===== src/design/clw_pkg.sv =====
// Shared types and constants of the circle lead waypoint unit.
// CORDIC arctangent table, gain constant, angle limits and register indexes.
// No dependencies.
package clw_pkg;

	localparam int GUARD_BITS = 8;
	localparam int TABLE_SIZE = 24;
	localparam int ZR_W = 34;

	// atan(2^-i) in 32-bit binary angle units
	localparam logic [31:0] ATAN_TURNS [TABLE_SIZE] = '{
		32'd536870912, 32'd316933406, 32'd167458907, 32'd85004756,
		32'd42667331, 32'd21354465, 32'd10679838, 32'd5340245,
		32'd2670163, 32'd1335087, 32'd667544, 32'd333772,
		32'd166886, 32'd83443, 32'd41722, 32'd20861,
		32'd10430, 32'd5215, 32'd2608, 32'd1304,
		32'd652, 32'd326, 32'd163, 32'd81
	};

	localparam logic [29:0] INV_GAIN_Q30 = 30'd652032874;
	localparam logic [31:0] QUARTER_TURN = 32'h4000_0000;
	localparam logic [31:0] THREE_QUARTER_TURN = 32'hC000_0000;
	localparam logic signed [ZR_W-1:0] ZR_QUARTER = 34'sd1073741824;
	localparam logic signed [ZR_W-1:0] ZR_HALF = 34'sd2147483648;

	localparam int CFG_IDX_W = 3;
	localparam logic [CFG_IDX_W-1:0] REG_CENTER_X = 3'd0;
	localparam logic [CFG_IDX_W-1:0] REG_CENTER_Y = 3'd1;
	localparam logic [CFG_IDX_W-1:0] REG_RADIUS = 3'd2;
	localparam logic [CFG_IDX_W-1:0] REG_LEAD_ANGLE = 3'd3;
	localparam logic [CFG_IDX_W-1:0] REG_TARGET_HEIGHT = 3'd4;
	localparam logic [CFG_IDX_W-1:0] REG_CLOCKWISE = 3'd5;

	// flags that ride along with each request through the cell rows
	typedef struct packed {
		logic calc;
		logic zero;
		logic last;
	} side_t;

endpackage


===== src/design/clw_vec_cell.sv =====
// One CORDIC vectoring micro-rotation with its own handshake register.
// Depends on clw_pkg for the arctangent table and side flags.
module clw_vec_cell
	import clw_pkg::*;
#(
	parameter int W = 36,
	parameter int STAGE = 0
) (
	input  logic                clk,
	input  logic                arst_n,
	input  logic                in_valid,
	output logic                in_ready,
	input  logic signed [W-1:0] in_x,
	input  logic signed [W-1:0] in_y,
	input  logic [31:0]         in_z,
	input  side_t               in_side,
	output logic                out_valid,
	input  logic                out_ready,
	output logic signed [W-1:0] out_x,
	output logic signed [W-1:0] out_y,
	output logic [31:0]         out_z,
	output side_t               out_side
);
	logic valid_q;
	logic signed [W-1:0] x_q, y_q;
	logic [31:0] z_q;
	side_t side_q;
	logic signed [W-1:0] xs, ys;

	assign xs = in_x >>> STAGE;
	assign ys = in_y >>> STAGE;
	assign in_ready = !valid_q || out_ready;

	always_ff @(posedge clk or negedge arst_n) begin
		if (!arst_n) begin
			valid_q <= 1'b0;
		end else if (in_ready) begin
			valid_q <= in_valid;
		end
	end

	// drive y toward zero, accumulate the angle
	always_ff @(posedge clk) begin
		if (in_ready && in_valid) begin
			if (!in_y[W-1]) begin
				x_q <= in_x + ys;
				y_q <= in_y - xs;
				z_q <= in_z + ATAN_TURNS[STAGE];
			end else begin
				x_q <= in_x - ys;
				y_q <= in_y + xs;
				z_q <= in_z - ATAN_TURNS[STAGE];
			end
			side_q <= in_side;
		end
	end

	assign out_valid = valid_q;
	assign out_x = x_q;
	assign out_y = y_q;
	assign out_z = z_q;
	assign out_side = side_q;
endmodule


===== config.mk =====
export PLATFORM = sky130hd
export DESIGN_NAME = clw_vec_cell
export DESIGN_NICKNAME = d
export VERILOG_FILES = /design/src/design/clw_pkg.sv /design/src/design/clw_vec_cell.sv
export SDC_FILE = /design/constraint.sdc
export NUM_CORES = 1
export LEC_CHECK = 0
export ABC_AREA = 1
export BUFFER_PORTS_ARGS = -buffer_cell sky130_fd_sc_hd__buf_4
export CORE_AREA = 3 3 155 142
export DETAILED_ROUTE_END_ITERATION = 7
export DIE_AREA = 0 0 158 145
export GPL_TIMING_DRIVEN = 0
export HOLD_SLACK_MARGIN = 0.08
export PLACE_DENSITY = 0.79
export SYNTH_ARGS = -nofsm -noshare
export SYNTH_HDL_FRONTEND = slang
export SYNTH_SLANG_ARGS = --single-unit

===== constraint.sdc =====
create_clock -name clk -period 9.4 [get_ports clk]
set_input_delay 0.47 -clock clk [delete_from_list [all_inputs] [get_ports clk]]
set_output_delay 0.47 -clock clk [all_outputs]
set_load 0.01 [all_outputs]

======== Yosys cells after proc, flatten, opt, wreduce, memory -nomap -nowiden ========
Index checks and enable logic that the tools add are counted.
word-level totals
  bits in registers ....................... 108
  input bits .............................. 111
  output and inout port bits .............. 109
  logic and storage cells ................. 18
cells by class
  $add $sub $neg .......................... 5
  muxes and demuxes ....................... 3
  reduce and logical (&&, ||, !) cells .... 3
operator list
  operator                                                                number
  36-bit two-way mux                                                      2
  36-bit subtractor                                                       2
  36-bit adder                                                            1
  32-bit by 30-bit adder with 32-bit output (second input constant)       1
  32-bit two-way mux                                                      1
  32-bit by 30-bit subtractor with 32-bit output (second input constant)  1
  1-bit logical AND                                                       1
  1-bit logical NOT                                                       1
  1-bit logical OR                                                        1

======== Longest topological paths before layout ========
  depth in word-level cells ............... 3
  depth in mapped cells ................... 18
  depth with buffers taken out ............ 17

======== Worst setup path after synthesis ========
OpenSTA, ideal clock, no wires.
  path type ............................... input to register
  from .................................... input in_valid
  to ...................................... register side_q, in the netlist out_side[0], enable pin
  setup time .............................. 0.606 ns
  arrival time ............................ 5.624 ns
  data required time ...................... 8.794 ns
  path slack .............................. 3.170 ns
  stages .................................. 2
  path buffers ............................ 0
  cell sequence ........................... inv_1 a21oi_1
on the way
  word-level cells in the longest chain between the ends .. 1
ends and longest elaborated chain
  element               RTL line            RTL
  from (decl)           clw_vec_cell.sv:11  input logic in_valid,
  1-bit logical AND     clw_vec_cell.sv:44  if (in_ready && in_valid) begin
  to (signal assigned)  clw_vec_cell.sv:54  side_q <= in_side;
  to (decl)             clw_vec_cell.sv:27  side_t side_q;
Every way passes these cells.
A chain may end at the register's enable or synchronous reset.

======== Final worst setup path ========
  from .................................... input in_x[0]
  to ...................................... register x_q[14], in the netlist out_x[14], data pin
on the way
  word-level cells in the longest chain between the ends .. 2
  elaborated cells on any way between the ends .. 3
  classes of those cells .................. 2 x add/sub; 1 x mux
ends and longest elaborated chain
  element                                            RTL line                                RTL
  from (decl)                                        clw_vec_cell.sv:13                      input logic signed [W-1:0] in_x,
  36-bit adder or 36-bit subtractor (tied branches)  clw_vec_cell.sv:46, clw_vec_cell.sv:50
  36-bit two-way mux (*)                             clw_vec_cell.sv:45                      if (!in_y[W-1]) begin
  to (signal assigned)                               clw_vec_cell.sv:46                      x_q <= in_x + ys;
  to (signal assigned)                               clw_vec_cell.sv:50                      x_q <= in_x - ys;
  to (decl)                                          clw_vec_cell.sv:25                      logic signed [W-1:0] x_q, y_q;
Every way passes the cells marked *; elsewhere a longest branch is shown, timed or not.

==> run metrics <==
Die ar.=22900 um2; Fillers=roughly 1.8k; CTS H-tree depth=3; Synth area leaders=edfxtp_1 28%, nand2_1 17%, ha_1 12%; VDD IR max=around 0.000093 V; number of antenna violations at the first check in global routing=1; main combinational cell family by area after synthesis=simple AND/OR/NAND/NOR gates; Synth Flop Type=edfxtp_1; TNS Setup=0 ps; adder-cell share of the synthesized area=12.6%; cts bufs inserted=9; Clock Sinks=about 110; final net count=2146; Pwr Density=127 nW/um2; Post-CTS Setup Bufs=0; CP endpoint kind=register; Post-synth EDFFs=about 110; startpoint types=input pin; critical path class=input pin to register; GP Congestion=1.05; mapped cell area=roughly 11000 um2; outcome=completed; Die W=158 um; worst path bufs/invs=2; via density per instance=5.68; Final Max Tran Viols=0; Crit path required time=9500 ps; Setup Viol. Count Final=0; Antenna Violating Nets Remaining=0; Worst-Margin Slew=958 ps; drt pass-1 iters=8; # rows=50; port buffer count=218; Max clock buf depth=2; vias in the first global route=11.3k; post-synthesis mux area share=0%; Worst Hold Class=input pin to register; total number of vias=12.4k; critical path arrival=between 2000 and 3000 ps; worst skew pair latency=approximately 380 ps; synth-to-layout area growth=20.8%; complex-gate fraction of the synthesized area=13.0%; Post-Syn Nets=1913; slowest cell delay on critical path=550 ps; xor/xnor cell area share of the yosys netlist=~2.4%; Starting Density=54.6%; hold_buf cts=1; most common library cells after synthesis=507 x nand2_1, 273 x inv_1, 152 x nand3_1; fin crit period=around 2800 ps; leakage power=7.09 nW; Hold Fails Final Rpt=0; fraction of layout cells with a size suffix above 1=16.0%; CTS tree=built; Synth Area in Simple Gates=a little under a third; r2r setup slk=7360 ps; Syn Inst Count=1691; CP Cell Sequence=buf_4, inv_1, ha_1, fa_1, o21ai_1, a21oi_1, o21ai_2, xor2_1, o21ai_0; core area=20600 um2; Top delay family on crit path=compound AO/OA/AOI/OAI gates; fin crit share=29.9%; Die Ht=145 um; Async S/R FF share, synth=0.935%; gr usage total=about a third; Post-Syn Area per Cell=6.65 um2; sequential fraction of the synthesis area=about 29%; post-cts resize count=0; cell with the most instances after synthesis=nand2_1; Max-Cap Viols=0; Slowest cell on crit path=fa_1; root buf cell=clkbuf_16; Hold WS=267 ps; WL/cell=19.2 um; largest net degree at the start of global routing=33; clk_skew=14.6 ps; clk slew on worst S/H paths=100 ps; fmax=about 0.36 GHz; synth warn=0; Remaining DRCs=0; top-area cell type share of the netlist area=28.3%; hpwl dp=35100 um; n_diodes=0; Util after Layout=66.0%; first-pass GRT wire length=61500 um; Distinct cells, synth=45; RSZ-0062 raised after global routing=false; cell taking the most area after synthesis=edfxtp_1; crit-path max FO=5; synthesized flop and latch total=107; First DRT Iteration DRCs=1549; final wirelength=between 40000 and 50000 um; slew margin rel.=36.1%; overall overflow remaining after global route=0; Ports=220
worst reg2reg max path, cell delays in order (launching register included):
cell and delay, ps:
dfrtp_1 430, a21oi_4 760, buf_12 300, buf_12 240
final cells by class:
type	count	area (um2)	share of cell area, %
clock buffer	10	229	1.69
multi-input combinational	1258	6710	49.4
timing repair buffer	222	1710	12.6
inverter	280	1050	7.74
clock inverter	6	56.3	0.415
sequential	107	3210	23.6
buffer	46	283	2.08
tap	260	325	2.40
state kept, by name (all words and copies together) (netlist names):
signal / count
out_side: 3
out_valid: 1
out_x: 36
out_y: 35
out_z: 32
final timing paths:
| path | from | endpoint | cells past startpoint |
|---|---|---|---|
| worst max-delay path | in_x[0] | out_x[14] | 9 |
| worst min-delay path | in_z[2] | out_z[2] | 1 |
| worst max register to register | out_valid | out_y[33] | 3 |
| worst min register to register | out_valid | out_valid | 2 |
| max in group asynchronous | arst_n | out_valid | 2 |
| min in group asynchronous | arst_n | out_valid | 2 |
stage by stage:
step                      cell area (um2)  power [mW]  cells  setup slack (ps)
final                               13600        1.73   2189              6580
after detailed placement            13300        1.31   2172              6340
after CTS                           13600        1.71   2189              6710
after global routing                13600        1.81   2189              6500
after global placement              13200        1.29   2169              1240
after floorplan                     11200        1.03   1691              3170
cells in the final DEF (no fill, tap or decap), drive strengths merged:
| cell | count |
|---|---|
| and2 | 3 |
| xnor2 | 3 |
| a21oi | 125 |
| edfxtp | 106 |
| ha | 107 |
| nor2 | 151 |
| xor2 | 28 |
| o22ai | 10 |
| a211oi | 1 |
| inv | 284 |
| clkinvlp | 1 |
| or2 | 2 |
| a31oi | 4 |
| nand4 | 8 |
| o21a | 1 |
| dfrtp | 1 |
| a21boi | 2 |
| fa | 4 |
| nand3 | 154 |
| nor4 | 2 |
| o211ai | 3 |
| nand2 | 515 |
| o21bai | 16 |
| a21o | 10 |
| o31ai | 2 |
| clkbuf | 21 |
| dlygate4sd3 | 1 |
| buf | 256 |
| nor3 | 17 |
| clkinv | 1 |
| o21ai | 90 |
power breakdown:
group	leakage [nW]	internal [mW]	switching, mW	total, mW
sequential	1.02	0.583	0.0116	0.594
combinational	5.92	0.251	0.482	0.732
clock	0.138	0.187	0.216	0.403
total	7.09	1.02	0.709	1.73
kinds of logic after synthesis:
group                      after synthesis
and+or+nand+nor                        852
buffers and inverters                  326
AOI/OAI and AO/OA                      264
adders and majority gates              111
DFF                                    107
xor gates and xnor gates                31
metal layers:
layer	vias to the layer above	wire length, um	global-route usage, %
li1	5878	-	-
met3	105	6510	8.74
met4	2	1250	10.5
met1	5600	17100	51.1
met2	848	17200	51.6
met5	-	7	0
Power figures use the tool's default switching activity.
