$ cat src/design/clw_pkg.sv
// Shared types and constants of the circle lead waypoint unit.
// CORDIC arctangent table, gain constant, angle limits and register indexes.
// No dependencies.
package clw_pkg;

	localparam int GUARD_BITS = 8;
	localparam int TABLE_SIZE = 24;
	localparam int ZR_W = 34;

	// atan(2^-i) in 32-bit binary angle units
	localparam logic [31:0] ATAN_TURNS [TABLE_SIZE] = '{
		32'd536870912, 32'd316933406, 32'd167458907, 32'd85004756,
		32'd42667331, 32'd21354465, 32'd10679838, 32'd5340245,
		32'd2670163, 32'd1335087, 32'd667544, 32'd333772,
		32'd166886, 32'd83443, 32'd41722, 32'd20861,
		32'd10430, 32'd5215, 32'd2608, 32'd1304,
		32'd652, 32'd326, 32'd163, 32'd81
	};

	localparam logic [29:0] INV_GAIN_Q30 = 30'd652032874;
	localparam logic [31:0] QUARTER_TURN = 32'h4000_0000;
	localparam logic [31:0] THREE_QUARTER_TURN = 32'hC000_0000;
	localparam logic signed [ZR_W-1:0] ZR_QUARTER = 34'sd1073741824;
	localparam logic signed [ZR_W-1:0] ZR_HALF = 34'sd2147483648;

	localparam int CFG_IDX_W = 3;
	localparam logic [CFG_IDX_W-1:0] REG_CENTER_X = 3'd0;
	localparam logic [CFG_IDX_W-1:0] REG_CENTER_Y = 3'd1;
	localparam logic [CFG_IDX_W-1:0] REG_RADIUS = 3'd2;
	localparam logic [CFG_IDX_W-1:0] REG_LEAD_ANGLE = 3'd3;
	localparam logic [CFG_IDX_W-1:0] REG_TARGET_HEIGHT = 3'd4;
	localparam logic [CFG_IDX_W-1:0] REG_CLOCKWISE = 3'd5;

	// flags that ride along with each request through the cell rows
	typedef struct packed {
		logic calc;
		logic zero;
		logic last;
	} side_t;

endpackage

$ cat src/design/clw_rot_cell.sv
// One CORDIC rotation micro-rotation with its own handshake register.
// Depends on clw_pkg for the arctangent table and side flags.
module clw_rot_cell
	import clw_pkg::*;
#(
	parameter int W = 34,
	parameter int STAGE = 0
) (
	input  logic                   clk,
	input  logic                   arst_n,
	input  logic                   in_valid,
	output logic                   in_ready,
	input  logic signed [W-1:0]    in_x,
	input  logic signed [W-1:0]    in_y,
	input  logic signed [ZR_W-1:0] in_z,
	input  side_t                  in_side,
	output logic                   out_valid,
	input  logic                   out_ready,
	output logic signed [W-1:0]    out_x,
	output logic signed [W-1:0]    out_y,
	output logic signed [ZR_W-1:0] out_z,
	output side_t                  out_side
);
	logic valid_q;
	logic signed [W-1:0] x_q, y_q;
	logic signed [ZR_W-1:0] z_q;
	side_t side_q;
	logic signed [W-1:0] xs, ys;
	logic signed [ZR_W-1:0] step;

	assign xs = in_x >>> STAGE;
	assign ys = in_y >>> STAGE;
	assign step = $signed({2'b00, ATAN_TURNS[STAGE]});
	assign in_ready = !valid_q || out_ready;

	always_ff @(posedge clk or negedge arst_n) begin
		if (!arst_n) begin
			valid_q <= 1'b0;
		end else if (in_ready) begin
			valid_q <= in_valid;
		end
	end

	// drive the residual angle toward zero
	always_ff @(posedge clk) begin
		if (in_ready && in_valid) begin
			if (!in_z[ZR_W-1]) begin
				x_q <= in_x - ys;
				y_q <= in_y + xs;
				z_q <= in_z - step;
			end else begin
				x_q <= in_x + ys;
				y_q <= in_y - xs;
				z_q <= in_z + step;
			end
			side_q <= in_side;
		end
	end

	assign out_valid = valid_q;
	assign out_x = x_q;
	assign out_y = y_q;
	assign out_z = z_q;
	assign out_side = side_q;
endmodule
$ cat config.mk
export PLATFORM = sky130hd
export DESIGN_NAME = clw_rot_cell
export DESIGN_NICKNAME = d
export VERILOG_FILES = /design/src/design/clw_pkg.sv /design/src/design/clw_rot_cell.sv
export SDC_FILE = /design/constraint.sdc
export NUM_CORES = 1
export LEC_CHECK = 0
export BUFFER_PORTS_ARGS = -buffer_cell sky130_fd_sc_hd__buf_2
export CAP_MARGIN = 20
export CORE_MARGIN = 5
export CORE_UTILIZATION = 40
export CTS_BUF_LIST = sky130_fd_sc_hd__clkbuf_8
export CTS_CLUSTER_SIZE = 20
export DETAILED_ROUTE_END_ITERATION = 8
export PLACE_DENSITY = 0.69
export SYNTH_ARGS = -nofsm -noshare
export SYNTH_HDL_FRONTEND = slang
export SYNTH_SLANG_ARGS = --single-unit
$ cat constraint.sdc
create_clock -name clk -period 5.8 [get_ports clk]
set_input_delay 1.74 -clock clk [delete_from_list [all_inputs] [get_ports clk]]
set_output_delay 1.74 -clock clk [all_outputs]
set_load 0.05 [all_outputs]
# Word-level counts from Yosys, hierarchy flattened
# Cells that the tools add are included.
dict set report word_totals {
  reg_bits 106
  input_bits 109
  out_inout_bits 107
  wordCells 18
}
dict set report classes {
  add_sub_neg 5
  muxes 3
  n_reduce_logical 3
}
# cell count
set op_table {}
lappend op_table {{$mux 34} 3}
lappend op_table {{$sub 34x34->34} 2}
lappend op_table {{$add 34x31->34 const B} 1}
lappend op_table {{$add 34x34->34} 1}
lappend op_table {{$sub 34x31->34 const B} 1}
lappend op_table {{$logic_and 1x1->1} 1}
lappend op_table {{$logic_not 1->1} 1}
lappend op_table {{$logic_or 1x1->1} 1}

# Logic depth before layout (Yosys ltp)
# Gate-level depths: netlist of run 1.
dict set report depth {
  word_depth 3
  ltp_mapped 13
  ltp_nobuf 12
}

# Least setup slack after synthesis of run 1
# Ideal clock, no wire load.
dict set report synth_path {
  path_type {in2reg}
  from {input out_ready}
  to {register side_q (netlist bit out_side[0]), enable pin}
  setup_time_ns 0.474
  arrival_ns 4.684
  required_ns 5.326
  slack_ns 0.642
  cell_stages 2
  path_buffers 0
  cell_sequence {nand2b_1 > and2_1}
}
dict set report synth_between {
  elab_chain_cells 2
}
# item line_no
set synth_lines {}
lappend synth_lines {{start, declared} clw_rot_cell.sv:18} ;# input logic out_ready,
lappend synth_lines {{$logic_or 1x1->1} clw_rot_cell.sv:34} ;# assign in_ready = !valid_q || out_ready;
lappend synth_lines {{$logic_and 1x1->1} clw_rot_cell.sv:46} ;# if (in_ready && in_valid) begin
lappend synth_lines {{end signal, assigned} clw_rot_cell.sv:56} ;# side_q <= in_side;
lappend synth_lines {{end, declared} clw_rot_cell.sv:27} ;# side_t side_q;
# No other way between the ends.
# A chain may end at the register's enable or synchronous reset.

# Worst setup path in the final report of run 1
dict set report layout_path {
  from {input in_x[15]}
  to {register x_q[30] (netlist: out_x[30]) (data pin)}
}
dict set report layout_between {
  elab_chain_cells 2
  elab_cells_between_ends 3
  cone_classes {add/sub (2); mux (1)}
}
# item line_no
set layout_lines {}
lappend layout_lines {{start, declared} clw_rot_cell.sv:13} ;# input logic signed [W-1:0] in_x,
lappend layout_lines {{$sub 34x34->34 or $add 34x34->34 (tied branches)} {clw_rot_cell.sv:48, clw_rot_cell.sv:52}}
lappend layout_lines {{$mux 34 (*)} clw_rot_cell.sv:47} ;# if (!in_z[ZR_W-1]) begin
lappend layout_lines {{end signal, assigned} clw_rot_cell.sv:48} ;# x_q <= in_x - ys;
lappend layout_lines {{end signal, assigned} clw_rot_cell.sv:52} ;# x_q <= in_x + ys;
lappend layout_lines {{end, declared} clw_rot_cell.sv:25} ;# logic signed [W-1:0] x_q, y_q;
# Mark *: on every way between the ends. The rest lies on a longest branch, timed or not.

==> results by group, run 1 <==
Timing
  – RSZ-0062 raised after global routing: false
  – Final Skew: around 0.028 ns
  – Crit share post-route: 81.33%
  – Total Neg Setup Slack: 0 ns
  – Hold Fails Final Rpt: 0
  – Worst-Margin Slew: 0.9380 ns
  – # setup viols final: 0
  – Post-route minimum period: 4.717 ns
  – Worst relative slew slack: a little under two fifths
  – Pins Over Slew Limit: 0
  – FMAX: between 200 and 250 MHz
  – Hold_ws: 0.5528 ns

Die
  – Die Y: around 160 um
  – Total die area: 26,250 um2
  – Core ar.: between 20,000 and 25,000 um2
  – I/O pins: 216
  – Row cnt: 55
  – Initial Utilization: between 40 and 50%
  – Die width: 162.0 um

Setup path
  – Depth of the worst register-to-register path: 3
  – Max FO, Critical Path: 12
  – Worst Path Arrival: a little under 5 ns
  – Crit start category: input port
  – Reg2Reg Setup Slack: 3.84 ns
  – RR Startpoint: out_valid
  – R2R Path End: out_x[12]
  – Critical Path End Type: flop
  – Critical Path RT: roughly 6.0 ns
  – WS Path Type: in2reg

GRT
  – Initial antenna violation count: 0
  – Grt ovf: 0
  – Total track usage: 21.28%
  – First-pass GRT wire length: roughly 45,000 um
  – Vias in the first global route: 8,247
  – Pin count of the biggest net entering global routing: 82

Clocking
  – H-tree depth: 3
  – Hold Buf Count CTS: 0
  – Root buffer cell: clkbuf_8
  – Num CTS Buffers: 9
  – CTS tree: done
  – Setup Fix Bufs, Post-CTS: 0
  – Number of clock sinks: 105
  – Worst skew pair latency: 0.42 ns
  – Maximum buffer depth of the clock tree: 2
  – Clk slew on worst S/H paths: 0.13 ns
  – Resize count post-CTS: 0

Pwr
  – Clock power share: 20.5%
  – Max VDD drop: 0.1051 mV
  – Switching part of the total: between 40% and 50%
  – Tot Pwr: 0.002599 W
  – P_leak: 4.818 nW
  – Gate power share: between 40% and 50%
  – Pwr Density: around 240 nW/um2
  – Internal cell power: 0.001489 W
  – Psw: between 0.001 and 0.0015 W
  – Reg power frac: 37.0%

Synth
  – Main combinational cell family by area after synthesis: compound AO/OA/AOI/OAI gates
  – Mapped Cells: 1,050
  – FF+latch count, synth: between 100 and 150
  – Mux cell area share after synthesis: 1.530%
  – Synth warnings: 0
  – Adder-cell share of the synthesized area: between 10 and 15%
  – Mean Syn Cell Area: 8.804 um2
  – Synth unique cells: about 70
  – EDFF count, synth: 104
  – Top_reg_cell synth: edfxtp_1
  – Compound-gate portion of the synthesized area: 23.80%
  – Mapped cell area: 9244 um2
  – Syn_nets: 1,265
  – Simple-Gate Fraction of Synth Area: 13.75%
  – Sequential share of the synthesized area: 34.06%
  – Post-synth ARST share: less than 1%
  – Xor/xnor cell area share of the yosys netlist: 5.969%

Status
  – Status: finished, final reports clean

Routing
  – Via count: 8,552
  – Drt first pass iters: 6
  – DR iter-0 viols: 801
  – Final wirelength: ~30,000 um
  – Drt wl/cell: 19.05 um
  – # DRC: 0
  – Post-DRT Antenna Nets: 0
  – Drt via density: 5.593

Min path
  – Hold EP: out_valid
  – Hold Crit Class: reg2reg
  – WHS Path Cells: 2
  – Hold_sp: out_valid

Layout
  – Ant diodes: 0
  – Commonest non-fill, non-tap cells in the layout: buf_2, a21oi_1, edfxtp_1, ha_1, inv_1
  – Cell Count, Final, Fillers Out: about 1,500
  – Post-route cell area: 10,770 um2
  – Commonest non-fill, non-tap cell in the layout: buf_2
  – Synthesis-to-layout area growth: 16.55%
  – Ratio of cells with drive above 1 in the final layout: 20.98%
  – Final nets: around 1,500

Placed design
  – # port buffers: between 200 and 250
  – Final GP Congestion: a little over 0.9
  – Placed cell areas: 10,560 um2
  – Cells after DPL: 1,513
  – Detail Placement HPWL: 23,040 um

Flow run
  – Max-cap violations: 0
[cell usage after synthesis (14+ instances only)]
master	instances	share of area (%)
a21oi_1	118	6.4
edfxtp_1	104	34
ha_1	102	14
inv_1	99	4.0
nor2_1	95	3.9
nand2_1	68	2.8
o21ai_0	60	3.2
xnor2_1	58	5.5
a21o_1	27	2.2
clkbuf_1	27	1.1
nor3_1	22	1.2
o21bai_1	19	1.5
nand3_1	16	0.87
nor2b_1	14	0.95
[final cells by class]
class	count	area, um2
multi-input combinational	796	5523
fill	2268	11940
inverter	103	386.6
tap	285	356.6
timing repair buffer	224	1144
clock buffer	9	123.9
sequential	105	3148
clock inverter	7	92.59
[per-layer routing]
metal	wire length [um]	share of wire, %	up-vias	GRT usage [%]
met5	0	0	-	0
met3	2252	7.7	31	2.893
li1	-	-	4146	-
met1	12820	44	3951	29.01
met4	555	1.9	0	5.805
met2	13510	46	424	35.64
[how the worst max path moves through the flow]
stage	from	to	slack, ns	depth (start not counted)
global route	in_x[5]	out_x[32]	0.93	13
CTS	in_x[15]	out_x[30]	1.15	12
finish	in_x[15]	out_x[30]	1.08	12
floorplan	out_ready	out_side[0]	0.64	2
detailed placement	in_x[15]	out_x[30]	0.69	12
global placement	in_x[15]	out_x[30]	0.65	12
[through the flow]
step           util (%)  setup WS, ns
2_1_floorplan         -        0.6417
3_3_place_gp      46.49        0.6516
3_5_place_dp      46.49        0.6873
4_1_cts           47.44         1.152
5_1_grt           47.44        0.9344
6_report          47.44         1.083
[sequential cells by signal (all words and copies together) (netlist names)]
register   flops
out_y         34
out_side       3
out_z         34
out_x         33
out_valid      1
[power by group through the flow]
stage / Sequential [W] / Combinational (W) / Clock [W]
final: 0.000961 / 0.00111 / 0.000533
after global routing: 0.000968 / 0.00119 / 0.000575
after CTS: 0.000962 / 0.00110 / 0.000545
after detailed placement: 0.000980 / 0.00109 / 0
after global placement: 0.000978 / 0.00109 / 0
after floorplan: 0.00123 / 0.000543 / 0
[cells by family (layout without fill, tap and decap cells)]
family	Yosys count	after routing
compound gates	340	340
mux	14	14
simple gates	273	273
xor+xnor	63	63
buf+inv	149	343
fa+ha+maj	106	106
flops	105	105
[critical path, cell delays in order]
cell and delay, ns:
buf_2 0.11, inv_1 0.04, ha_1 0.55, inv_2 0.17
a2111oi_4 0.55, o2111ai_1 0.17, or3_1 0.43, a311o_1 0.35
a31o_1 0.30, a31oi_2 0.17, o32ai_1 0.13, xnor2_1 0.17
(Power assumes the default switching activity.)
==> run 2: changes to the inputs <==
Clock period 5.8 ns to 4.5 ns, I/O delays scaled along.
==> run 2 against run 1 <==
Power is 30% higher. First-iteration DRC count is 19% higher. Flip-flop and latch count stayed put. Clock skew is 0.011 ns lower. Worst hold slack better by 0.062 ns. Design area is 3.9% higher. Cell count is 3.7% higher. Largest cell class unchanged. Via count is 3.4% higher. Critical path type unchanged. Largest power group unchanged.
==> results by group, run 2 (synthesis results as in run 1) <==
Status
  – Status: finished, final reports clean

GRT
  – Grt ovf: 0
  – Pin count of the biggest net entering global routing: 70
  – Initial antenna violation count: 0
  – Total track usage: between 20% and 30%
  – First-pass GRT wire length: 47,060 um
  – Vias in the first global route: 8,683

Clocking
  – Maximum buffer depth of the clock tree: 2
  – CTS tree: done
  – Number of clock sinks: 105
  – Worst skew pair latency: 0.41 ns
  – Root buffer cell: clkbuf_8
  – Resize count post-CTS: 0
  – Clk slew on worst S/H paths: 0.12 ns
  – Num CTS Buffers: 9
  – Hold Buf Count CTS: 0
  – Setup Fix Bufs, Post-CTS: 0
  – H-tree depth: 3

Setup path
  – Critical Path RT: 4.66 ns
  – Depth of the worst register-to-register path: 3
  – Critical Path End Type: flop
  – WS Path Type: in2reg
  – Crit start category: input port
  – Max FO, Critical Path: 3
  – Worst Path Arrival: 4.28 ns

Layout
  – # fillers: approximately 2,200
  – Ant diodes: 0
  – Post-route cell area: approximately 11,000 um2
  – Fin util: 49.28%
  – Synthesis-to-layout area growth: 21.07%
  – Final nets: around 1,500
  – Commonest non-fill, non-tap cells in the layout: buf_2, a21oi_1, edfxtp_1, ha_1, inv_1
  – Commonest non-fill, non-tap cell in the layout: buf_2
  – Ratio of cells with drive above 1 in the final layout: 24.44%

Pwr
  – Max VDD drop: 0.1314 mV
  – P_leak: 5.084 nW
  – Pwr Density: 301.5 nW/um2

Timing
  – Hold Fails Final Rpt: 0
  – Pins Over Slew Limit: 0
  – FMAX: 243.1 MHz
  – Worst-Margin Slew: 0.7150 ns
  – Final Skew: about 0.018 ns
  – RSZ-0062 raised after global routing: false
  – Post-route minimum period: 4.114 ns
  – Worst relative slew slack: 51.71%
  – # setup viols final: 0
  – Crit share post-route: approximately nine tenths

Die
  – Core ar.: 22,710 um2
  – Die Y: roughly 160 um
  – I/O pins: 216
  – Die width: roughly 160 um
  – Initial Utilization: 40.71%
  – Row cnt: between 50 and 60
  – Total die area: around 26,000 um2

Flow run
  – Max-cap violations: 0

Min path
  – Hold Crit Class: reg2reg
  – WHS Path Cells: 2

Placed design
  – Final GP Congestion: about 0.94
  – # port buffers: roughly 220
  – Placed cell areas: 11,000 um2
  – Detail Placement HPWL: 23,990 um

Routing
  – Drt wl/cell: 18.92 um
  – Via count: 8,843
  – DR iter-0 viols: roughly 950
  – # DRC: 0
  – Drt first pass iters: 5
  – Post-DRT Antenna Nets: 0
  – Final wirelength: 30,010 um
  – Drt via density: 5.576
run 2: per-stage QoR:
step	total power [W]	std cells	setup WS (ns)	hold WS (ns)	TNS, ns
2_1_floorplan	0.002287	1050	0.5796	1.054	0
3_3_place_gp	0.002745	1570	-0.05720	0.5819	-0.1425
3_5_place_dp	0.002751	1570	-0.002108	0.6208	-0.002108
4_1_cts	0.003386	1586	0.4264	0.6486	0
5_1_grt	0.003566	1586	0.1068	0.6690	0
6_report	0.003375	1586	0.3863	0.6146	0
run 2: cell type report:
| cell class | count | area, um2 | area share, % |
|---|---|---|---|
| timing repair buffer | 281 | 1584 | 14.15 |
| tap | 285 | 356.6 | 3.186 |
| clock buffer | 9 | 123.9 | 1.107 |
| clock inverter | 7 | 70.07 | 0.6260 |
| multi-input combinational | 796 | 5523 | 49.35 |
| inverter | 103 | 386.6 | 3.454 |
| sequential | 105 | 3148 | 28.13 |
run 2: worst max-delay path: stages:
cell,delay [ns]
buf_2,0.11
ha_1,0.22
fa_1,0.40
nor2b_2,0.18
o21ai_1,0.21
a2111oi_1,0.15
buf_4,0.17
or3_1,0.43
a311o_1,0.34
a31o_1,0.27
buf_4,0.15
a32oi_1,0.21
xnor2_1,0.09
run 2: routing by layer:
| layer | GRT usage (%) | part of all wire [%] |
|---|---|---|
| met1 | 31.00 | 45 |
| met3 | 4.060 | 7.7 |
| met2 | 35.14 | 44 |
| met5 | 0 | 0 |
| met4 | 7.113 | 2.7 |
run 2: worst paths after layout:
path	start	endpoint	slack, ns
worst max-delay path	in_x[0]	out_x[26]	0.39
worst min-delay path	out_valid	out_valid	0.61
worst max register to register	out_valid	out_y[5]	2.68
worst min register to register	out_valid	out_valid	0.61
max in group asynchronous	arst_n	out_valid	3.71
min in group asynchronous	arst_n	out_valid	0.70
run 2: where the power goes:
| part | switching (W) | internal [W] | leakage [nW] |
|---|---|---|---|
| sequential | 0.0000247 | 0.00121 | 1.00 |
| clock | 0.000412 | 0.000218 | 0.0955 |
| combinational | 0.00101 | 0.000491 | 3.99 |
| total | 0.00145 | 0.00192 | 5.08 |
